<file path="src/design/ptb_pkg.sv">
// ----------------------------------------------------------------------------
// ptb_pkg
// Shared types and constants for the periodic timer bank.
// ----------------------------------------------------------------------------
`default_nettype none

package ptb_pkg;

	localparam int NUM_TIMERS = 32;
	localparam int TIMER_W    = (NUM_TIMERS > 1) ? $clog2(NUM_TIMERS) : 1;
	localparam logic [TIMER_W-1:0] LAST_TIMER = TIMER_W'(NUM_TIMERS - 1);

	localparam logic [31:0] DEFAULT_PERIOD_RESET = 32'd1000;
	localparam logic [31:0] STAGE_MAX            = 32'hFFFF_FFFF;

	typedef enum logic [1:0] {
		OP_TICK       = 2'd0,
		OP_START      = 2'd1,
		OP_STOP       = 2'd2,
		OP_SET_PERIOD = 2'd3
	} op_t;

	// per-timer context, always written as a whole
	typedef struct packed {
		logic [31:0] remaining;
		logic [30:0] limit;
		logic [31:0] stage;
	} ctx_t;

	typedef struct packed {
		logic               load;      // latch the accepted request
		logic               rd_en;     // read timer memories
		logic               rd_input;  // read address from timer_index
		logic [TIMER_W-1:0] rd_idx;    // scan read address
		logic               ev_valid;  // evaluation stage holds a timer
		logic [TIMER_W-1:0] ev_idx;    // timer in the evaluation stage
		logic               apply;     // execute start / stop / set period
		logic               flush;     // release the held event as last
	} cmd_t;

	typedef struct packed {
		logic in_tick;     // offered request is a tick
		logic hold;        // evaluation stage cannot retire this cycle
		logic flush_done;  // nothing left to release
	} sts_t;

endpackage

`default_nettype wire

</file>
<file path="src/design/ptb_ctrl.sv">
// ----------------------------------------------------------------------------
// ptb_ctrl
// Sequencer: accepts requests, runs the per-tick scan over all timers and
// the final event release.
// ----------------------------------------------------------------------------
`default_nettype none

module ptb_ctrl (
	input  wire logic          clk,
	input  wire logic          arst_n,
	input  wire logic          in_valid,
	output logic               in_stall,
	input  wire ptb_pkg::sts_t sts,
	output ptb_pkg::cmd_t      cmd
);

	typedef enum logic [2:0] {
		ST_IDLE,
		ST_APPLY,
		ST_SCAN,
		ST_DRAIN,
		ST_FLUSH
	} state_t;

	state_t                        state_q;
	logic [ptb_pkg::TIMER_W-1:0]   rd_idx_q;
	logic [ptb_pkg::TIMER_W-1:0]   ev_idx_q;
	logic                          ev_valid_q;
	logic                          accept;

	assign accept   = in_valid && (state_q == ST_IDLE);
	assign in_stall = (state_q != ST_IDLE);

	always_comb begin
		cmd          = '0;
		cmd.load     = accept;
		cmd.rd_en    = accept || ((state_q == ST_SCAN) && !sts.hold);
		cmd.rd_input = (state_q == ST_IDLE);
		cmd.rd_idx   = rd_idx_q;
		cmd.ev_valid = ev_valid_q;
		cmd.ev_idx   = ev_idx_q;
		cmd.apply    = (state_q == ST_APPLY);
		cmd.flush    = (state_q == ST_FLUSH);
	end

	always_ff @(posedge clk or negedge arst_n) begin
		if (!arst_n) begin
			state_q    <= ST_IDLE;
			rd_idx_q   <= '0;
			ev_idx_q   <= '0;
			ev_valid_q <= 1'b0;
		end else begin
			case (state_q)
				ST_IDLE: begin
					if (accept) begin
						rd_idx_q   <= '0;
						ev_valid_q <= 1'b0;
						state_q    <= sts.in_tick ? ST_SCAN : ST_APPLY;
					end
				end
				ST_APPLY: begin
					state_q <= ST_IDLE;
				end
				ST_SCAN: begin
					// read of timer i overlaps evaluation of timer i-1
					if (!sts.hold) begin
						ev_valid_q <= 1'b1;
						ev_idx_q   <= rd_idx_q;
						if (rd_idx_q == ptb_pkg::LAST_TIMER) begin
							state_q <= ST_DRAIN;
						end else begin
							rd_idx_q <= rd_idx_q + 1'b1;
						end
					end
				end
				ST_DRAIN: begin
					if (!sts.hold) begin
						ev_valid_q <= 1'b0;
						state_q    <= ST_FLUSH;
					end
				end
				ST_FLUSH: begin
					if (sts.flush_done) begin
						state_q <= ST_IDLE;
					end
				end
				default: begin
					state_q <= ST_IDLE;
				end
			endcase
		end
	end

endmodule

`default_nettype wire

</file>
<file path="config.mk">
export PLATFORM = sky130hd
export DESIGN_NAME = ptb_ctrl
export DESIGN_NICKNAME = d
export VERILOG_FILES = /design/src/design/ptb_pkg.sv /design/src/design/ptb_ctrl.sv
export SDC_FILE = /design/constraint.sdc
export NUM_CORES = 1
export LEC_CHECK = 0
export BUFFER_PORTS_ARGS = -buffer_cell sky130_fd_sc_hd__buf_2
export CAP_MARGIN = 0
export CORE_UTILIZATION = 32
export CTS_CLUSTER_DIAMETER = 40
export CTS_CLUSTER_SIZE = 25
export DETAILED_ROUTE_END_ITERATION = 10
export GPL_ROUTABILITY_DRIVEN = 0
export PLACE_DENSITY = 0.54
export SLEW_MARGIN = 40
export SYNTH_ARGS = -nofsm -noshare
export SYNTH_HDL_FRONTEND = slang
export SYNTH_SLANG_ARGS = --single-unit
</file>
<file path="constraint.sdc">
create_clock -name clk -period 2.3 [get_ports clk]
set_input_delay 0.23 -clock clk [delete_from_list [all_inputs] [get_ports clk]]
set_output_delay 0.23 -clock clk [all_outputs]
set_load 0.005 [all_outputs]
</file>
; ---- After elaboration in Yosys (flattened, before gate mapping)
; Cells that the tools add are included.
[classes]
add_sub_neg = 1
n_mul = 0
div_mod_pow = 0
n_lt_le_gt_ge = 0
n_eq_ne = 11
shift = 0
mux = 15
bitwise_logic = 1
n_reduce_logical = 12
[op_table]
columns = op, count
row1 = $mux W3, 5
row2 = $mux W5, 3
row3 = $pmux W3 S4, 1
row4 = $pmux W5 S2, 1
row5 = $ne A2 B2 Y1 const B, 4
row6 = $reduce_and A4 Y1, 2
row7 = $eq A3 B2 Y1 const B, 2
row8 = $reduce_bool A3 Y1, 2
row9 = $add A5 B1 Y5 const B, 1
row10 = $eq A5 B5 Y1 const B, 1
row11 = $reduce_and A5 Y1, 1
row12 = $ne A2 B1 Y1 const B, 2
row13 = $eq A3 B1 Y1 const B, 1
row14 = $eq A3 B3 Y1 const B, 1
row15 = $logic_not A3 Y1, 1
row16 = $mux W1, 3
row17 = $pmux W1 S3, 1
row18 = $logic_and A1 B1 Y1, 2
row19 = $mux W2, 1
row20 = $reduce_and A2 Y1, 1
row21 = $reduce_bool A2 Y1, 1
row22 = $logic_not A1 Y1, 1
row23 = $logic_or A1 B1 Y1, 1
row24 = $not A1 Y1, 1
[totals]
ff_bits = 14
latch_bits = 0
ramBits = 0
mem_bits_ro = 0
inputBits = 6
output_inout_bits = 17
wordCells = 44
mem_count = 0

; ---- Logic depth before layout (Yosys ltp)
; Gate-level depths: netlist (run 1).
[logic_depth]
depth_word = 4
ltp_mapped = 6
ltp_nobuf = 6

; ---- Worst setup path after synthesis (run 1)
; No wires, ideal clock.
[synth_timing]
path_type = reg2reg
start = register rd_idx_q[0] (netlist bit)
end = register rd_idx_q[0] (netlist bit)
setup_ns = 0.125
arrival_ns = 1.744
required_time_ns = 2.175
path_slack_ns = 0.431
stages_incl_launch_ff = 7
path_buffers = 0
synth_period_minus_slack_ns = 1.869
cell_sequence = dfrtp_1 ha_1 and3_1 ha_1 nor3b_1 o21a_1 mux2_2
[synth_between]
elab_chain_len = 4
elab_cells_between_ends = 7
[synth_rtl]
columns = item, line_no
row1 = from (decl), ptb_ctrl.sv:26  ; logic [ptb_pkg::TIMER_W-1:0] rd_idx_q;
row2 = from (signal assigned), ptb_ctrl.sv:72  ; rd_idx_q <= rd_idx_q + 1'b1;
row3 = $add A5 B1 Y5, ptb_ctrl.sv:72
row4 = $mux W5, ptb_ctrl.sv:69  ; if (rd_idx_q == ptb_pkg::LAST_TIMER) begin
row5 = $mux W5, ptb_ctrl.sv:66  ; if (!sts.hold) begin
row6 = $pmux W5 S2, ptb_ctrl.sv:53  ; case (state_q)
; Parallel ways exist; a longest one is shown, timed or not. The select of a mux whose other input is x is not followed.
; A chain may end at the register's enable or synchronous reset.

==> results.yml, run 1 <==
grt:
  grt_pass1_wl_um: 2130
  track_usage: 0.114
  grt_max_degree: 18
  antenna_found_initial: 0
  grt_pass1_vias: 476
  grt_overflow: 0
critical_path:
  max_stage_delay_ns: 0.65
  path_class: "reg2out"
  worstPathRequired_ns: 2.07
  worstPathArrival_ns: 1.78
  cp-start-kind: "register"
  critPathSlowestCell: "dfrtp_1"
  crit_path_end_kind: "primary output"
  path_cells: "nor4b_4, or2_2, buf_2"
  critical_path.max_fanout: 17
synthesis:
  netlist.area_leader.share: 0.470
  yosys_warnings: 0
  synth_top_family_by_area: "simple AND/OR/NAND/NOR gates"
  synthTopCellsByArea: "dfrtp_1 47%, mux2_2 9.1%, a31oi_1 3.4%"
  synthMuxAreaShare: 0.117
  synth_cell_types: 28
  synth_compound_area_frac: 0.111
  synth.ff_latch_count: 14
  synth_nets: 77
  synthAdderAreaFrac: 0.0336
  synthSimpleGateAreaFrac: 0.191
  synth-xor-area-share: 0
  ys_seq_area_frac: 0.470
  avgSynthCellArea_um2: 10.8
  yosysTopAreaCell: "dfrtp_1"
  postSynthCellCount: 69
  syn-cell-area_um2: 746
timing:
  min_period_ns: 2.01
  post-route-period-util: 0.876
  fmax_mhz: 496
  finalSetupTns_ns: 0
  rsz0062_at_grt: "no"
  fin_skew_ns: 0.00391
  worst_slew_margin_rel: 0.634
  worst_pin_slew_ns: 0.546
  setup_viol: 0
  maxSlewViolCount: 0
  finalHoldViolations: 0
die:
  chipWidth_um: 50.3
  die_h_um: 50.3
  io_pins: 23
  coreArea_um2: 2210
  row_count: 17
  initial_core_util: 0.337
  die-area_um2: 2530
cells_and_area:
  layout.cells.most_common: "buf_2"
  fin_nets: 100
  drive_gt1_frac: 0.385
  design_area_um2: 898
  diodes: 0
  syn_to_final_growth_pct: 20.5
  mostFrequentLayoutCells: "22 x buf_2, 14 x dfrtp_1, 6 x mux2_2"
place:
  dpl.hpwl_um: 966
  io_buffers: 22
  postPlaceCellArea_um2: 852
cts:
  clock-sinks: 14
  cts_tree: "yes"
  clk_pin_slew_ns: 0.08
  cts_max_level: 1
  cts-root-buf: "clkbuf_4"
  clock_latency_ns: 0.28
  cts_buffer_depth: 2
  cts_resized: 0
  cts-buffers-inserted: 3
run_status:
  status: "finished clean"
drt:
  vias_per_cell: 4.67
  drt_first_pass_iters: 4
  drt-total-wl_um: 1310
  ant_nets: 0
  wl_per_cell_um: 11.0
  remaining_drc_errors: 0
  vias: 556
  drtIter0Drc: 7
power_and_ir_drop:
  ir_drop_mv: 0.461
  leakagePower_nw: 0.463
  power_density_nw_per_um2: 1300
worst_hold_path:
  hp-class: "in2reg"
flow_run:
  maxCapViolations: 0
==> power breakdown <==
part | internal [W] | switching, W
clock | 0.0000962 | 0.0000775
combinational | 0.000290 | 0.000202
sequential | 0.000358 | 0.000142
==> cell usage after synthesis <==
cell      number
ha_1           2
a221oi_1       1
a31oi_1        4
o21a_1         1
and3_1         2
mux2_2         6
nand2_1        4
a21boi_0       1
nor4b_4        1
nor3_1         1
nand3_1        1
nor3b_1        2
o21ai_0        2
mux2i_1        2
buf_2          1
o221a_2        1
nor2_1         4
inv_1          5
or2_2          1
nor2b_1        3
a211oi_1       1
and2b_1        1
dfrtp_1       14
and2_1         1
a21oi_1        1
buf_6          1
nand2b_1       2
buf_4          3
==> kinds of logic after synthesis <==
family                   after synthesis
AO/OA/AOI/OAI                         12
flip-flops                            14
adder cells (fa/ha/maj)                2
buffers and inverters                 10
AND/OR/NAND/NOR                       23
multiplexers                           8
==> final timing paths <==
check                              end  slack, ns  depth (start not counted)   startpoint
max in group asynchronous  rd_idx_q[2]       1.68                          2       arst_n
setup / recovery               cmd[14]       0.29                          3   state_q[1]
hold reg to reg            ev_idx_q[1]       0.51                          1  ev_idx_q[1]
setup reg to reg           rd_idx_q[0]       0.33                          6  rd_idx_q[0]
min in group asynchronous  ev_idx_q[4]       0.38                          2       arst_n
hold / removal              state_q[2]       0.14                          2       sts[0]
==> what timing repair did <==
action / 4_1_cts / 5_1_grt
buffers inserted: 0 / 0
hold buffers: 1 / 0
endpoints found under the hold margin: 14 / 0
==> critical path: cells and delay by family (launching register included) <==
kind                   cells  cell delay, ns
buffers and inverters      1            0.10
DFF                        1            0.65
and+or+nand+nor            2            0.76
==> through the flow <==
| step | cells | util | power [W] | worst slack [ns] | hold slack, ns |
|---|---|---|---|---|---|
| after floorplan | 69 | - | 0.000857 | 0.431 | -0.0656 |
| after global placement | 114 | 0.385 | 0.00100 | 0.375 | 0.143 |
| after detailed placement | 114 | 0.385 | 0.00101 | 0.332 | 0.146 |
| after CTS | 119 | 0.406 | 0.00119 | 0.243 | 0.133 |
| after global routing | 119 | 0.406 | 0.00127 | 0.116 | 0.137 |
| final | 119 | 0.406 | 0.00117 | 0.285 | 0.138 |
==> sequential cells by signal, summed over array words and instances, names as in the netlist <==
register	cells
ev_idx_q	5
ev_valid_q	1
rd_idx_q	5
state_q	3
==> routing by layer <==
layer | GRT usage | part of all wire | up-vias
met5 | 0 | 0 | -
met4 | 0.0714 | 0 | 0
met3 | 0.0273 | 0.022 | 0
met2 | 0.173 | 0.49 | 8
met1 | 0.144 | 0.49 | 265
li1 | - | - | 283
==> final cells by class <==
type | count | area [µm²]
Timing Repair Buffer | 23 | 120
Inverter | 5 | 18.8
Multi-Input combinational cell | 45 | 338
Sequential cell | 14 | 350
Clock buffer | 4 | 36.3
Fill cell | 237 | 1310
Tap cell | 28 | 35.0
Note: power is estimated with default switching activity, not from simulation.
==> inputs of run 2 (changes only) <==
CORE_UTILIZATION = 40   (was 32)
PLACE_DENSITY = 0.65   (was 0.54)
==> results.yml, run 2 (same netlist as run 1, synthesis figures left out) <==
timing:
  worst_pin_slew_ns: 0.518
  layout_setup_ws_ns: 0.274
  min_period_ns: 2.03
  fmax_mhz: 494
  setup_viol: 0
  finalSetupTns_ns: 0
  maxSlewViolCount: 0
  post-route-period-util: 0.881
  rsz0062_at_grt: "no"
  fin_skew_ns: 0.00636
  worst_slew_margin_rel: 0.653
  finalHoldViolations: 0
power_and_ir_drop:
  comb_power_share: 0.422
  clkPwrFrac: 0.151
  power_density_nw_per_um2: 1320
  ir_drop_mv: 0.535
  power.switching_w: 0.000436
  p_int_w: 0.000745
  power_frac_seq: 0.427
  fin_total_pwr_w: 0.00118
  leakagePower_nw: 0.463
  switching_share: 0.369
drt:
  dr_wl_met2_um: 720
  met1Wirelength_um: 623
  wl_per_cell_um: 12.1
  vias_per_cell: 5.13
  drtIter0Drc: 16
  drt_first_pass_iters: 4
  ant_nets: 0
  drt-total-wl_um: 1410
  vias: 595
  top_layer: "met4"
  remaining_drc_errors: 0
  wl_met3_um: 41
critical_path:
  rr_endpoint: "rd_idx_q[0]"
  critical_path.max_fanout: 6
  r2r-start: "rd_idx_q[0]"
  worstPathArrival_ns: 2.20
  crit_path_end_kind: "register"
  worstPathRequired_ns: 2.48
  cp-start-kind: "register"
  reg2reg_depth: 6
  path_class: "reg2reg"
  rrSetupSlack_ns: 0.27
cells_and_area:
  biggestRegsByFlops: "ev_idx_q: 5 flops, rd_idx_q: 5 flops, state_q: 3 flops"
  layoutNonFillerInstCount: 116
  syn_to_final_growth_pct: 20.0
  mostFrequentLayoutCells: "22 x buf_2, 14 x dfrtp_1, 6 x mux2_2"
  layout.cells.most_common: "buf_2"
  fin_nets: 100
  fill_cells: 176
  diodes: 0
  drive_gt1_frac: 0.385
die:
  coreArea_um2: 1750
  die-area_um2: 2040
  initial_core_util: 0.427
  row_count: 15
  chipWidth_um: 45.2
  io_pins: 23
  die_h_um: 45.2
run_status:
  status: "finished clean"
place:
  io_buffers: 22
  dpl.cell_count: 111
  dpl.hpwl_um: 1050
  pre_cts_slack_ns: 0.255
cts:
  cts_resized: 0
  cts_hold_buf: 1
  cts-root-buf: "clkbuf_4"
  cts_max_level: 1
  clock_latency_ns: 0.28
  cts_buffer_depth: 2
  clk_pin_slew_ns: 0.09
  cts-buffers-inserted: 3
  clock-sinks: 14
  postCtsSetupBuffers: 0
  cts_tree: "yes"
grt:
  grt_pass1_wl_um: 2300
  grt_pass1_vias: 524
  track_usage: 0.162
  grt_max_degree: 18
  grt_overflow: 0
  antenna_found_initial: 0
worst_hold_path:
  hold_path_depth: 2
  hold_path_end: "state_q[2]"
  hold_start: "sts[0]"
  hp-class: "in2reg"
flow_run:
  maxCapViolations: 0
-- run 2: per-layer routing --
layer,GRT usage,up-vias
li1,-,285
met1,0.196,291
met2,0.264,15
met3,0.0240,4
met4,0.109,0
met5,0,-
-- run 2: how the worst max path moves through the flow --
stage                 from           to  slack (ns)  depth (start not counted)
5_1_grt         state_q[1]      cmd[14]        0.13                          3
3_5_place_dp   rd_idx_q[0]  rd_idx_q[0]        0.26                          6
4_1_cts        rd_idx_q[0]  rd_idx_q[0]        0.25                          6
3_3_place_gp   rd_idx_q[0]  rd_idx_q[0]        0.38                          6
2_1_floorplan  rd_idx_q[0]  rd_idx_q[0]        0.43                          6
6_report       rd_idx_q[0]  rd_idx_q[0]        0.27                          6
-- run 2: power groups by stage --
| stage | Clock [W] | Combinational [W] | Sequential [W] |
|---|---|---|---|
| after global placement | 0 | 0.000493 | 0.000502 |
| after CTS | 0.000184 | 0.000509 | 0.000507 |
| after detailed placement | 0 | 0.000507 | 0.000513 |
| after global routing | 0.000191 | 0.000563 | 0.000528 |
| after floorplan | 0 | 0.000406 | 0.000451 |
| final | 0.000178 | 0.000498 | 0.000505 |
-- run 2: area by class of cell --
class                   instances  area, µm²  share of cell area
well taps                      25       31.3              0.0350
inverters                       5       18.8              0.0210
clock buffers                   4       36.3              0.0406
repair buffers                 23        120               0.134
flip-flops and latches         14        350               0.392
multi-input cells              45        338               0.378
-- run 2: stage by stage --
step / area (µm²) / hold WS, ns / util
floorplan: 746 / -0.0656 / -
global placement: 848 / 0.140 / 0.486
detailed placement: 848 / 0.147 / 0.486
CTS: 895 / 0.130 / 0.513
global route: 895 / 0.149 / 0.513
finish: 895 / 0.130 / 0.513
-- run 2: worst max-delay path: stages (launching register included) --
cell and delay [ns]:
dfrtp_1 0.44, ha_1 0.24, and3_1 0.19, ha_1 0.20, nor3b_1 0.21, o21a_1 0.28, mux2_2 0.36
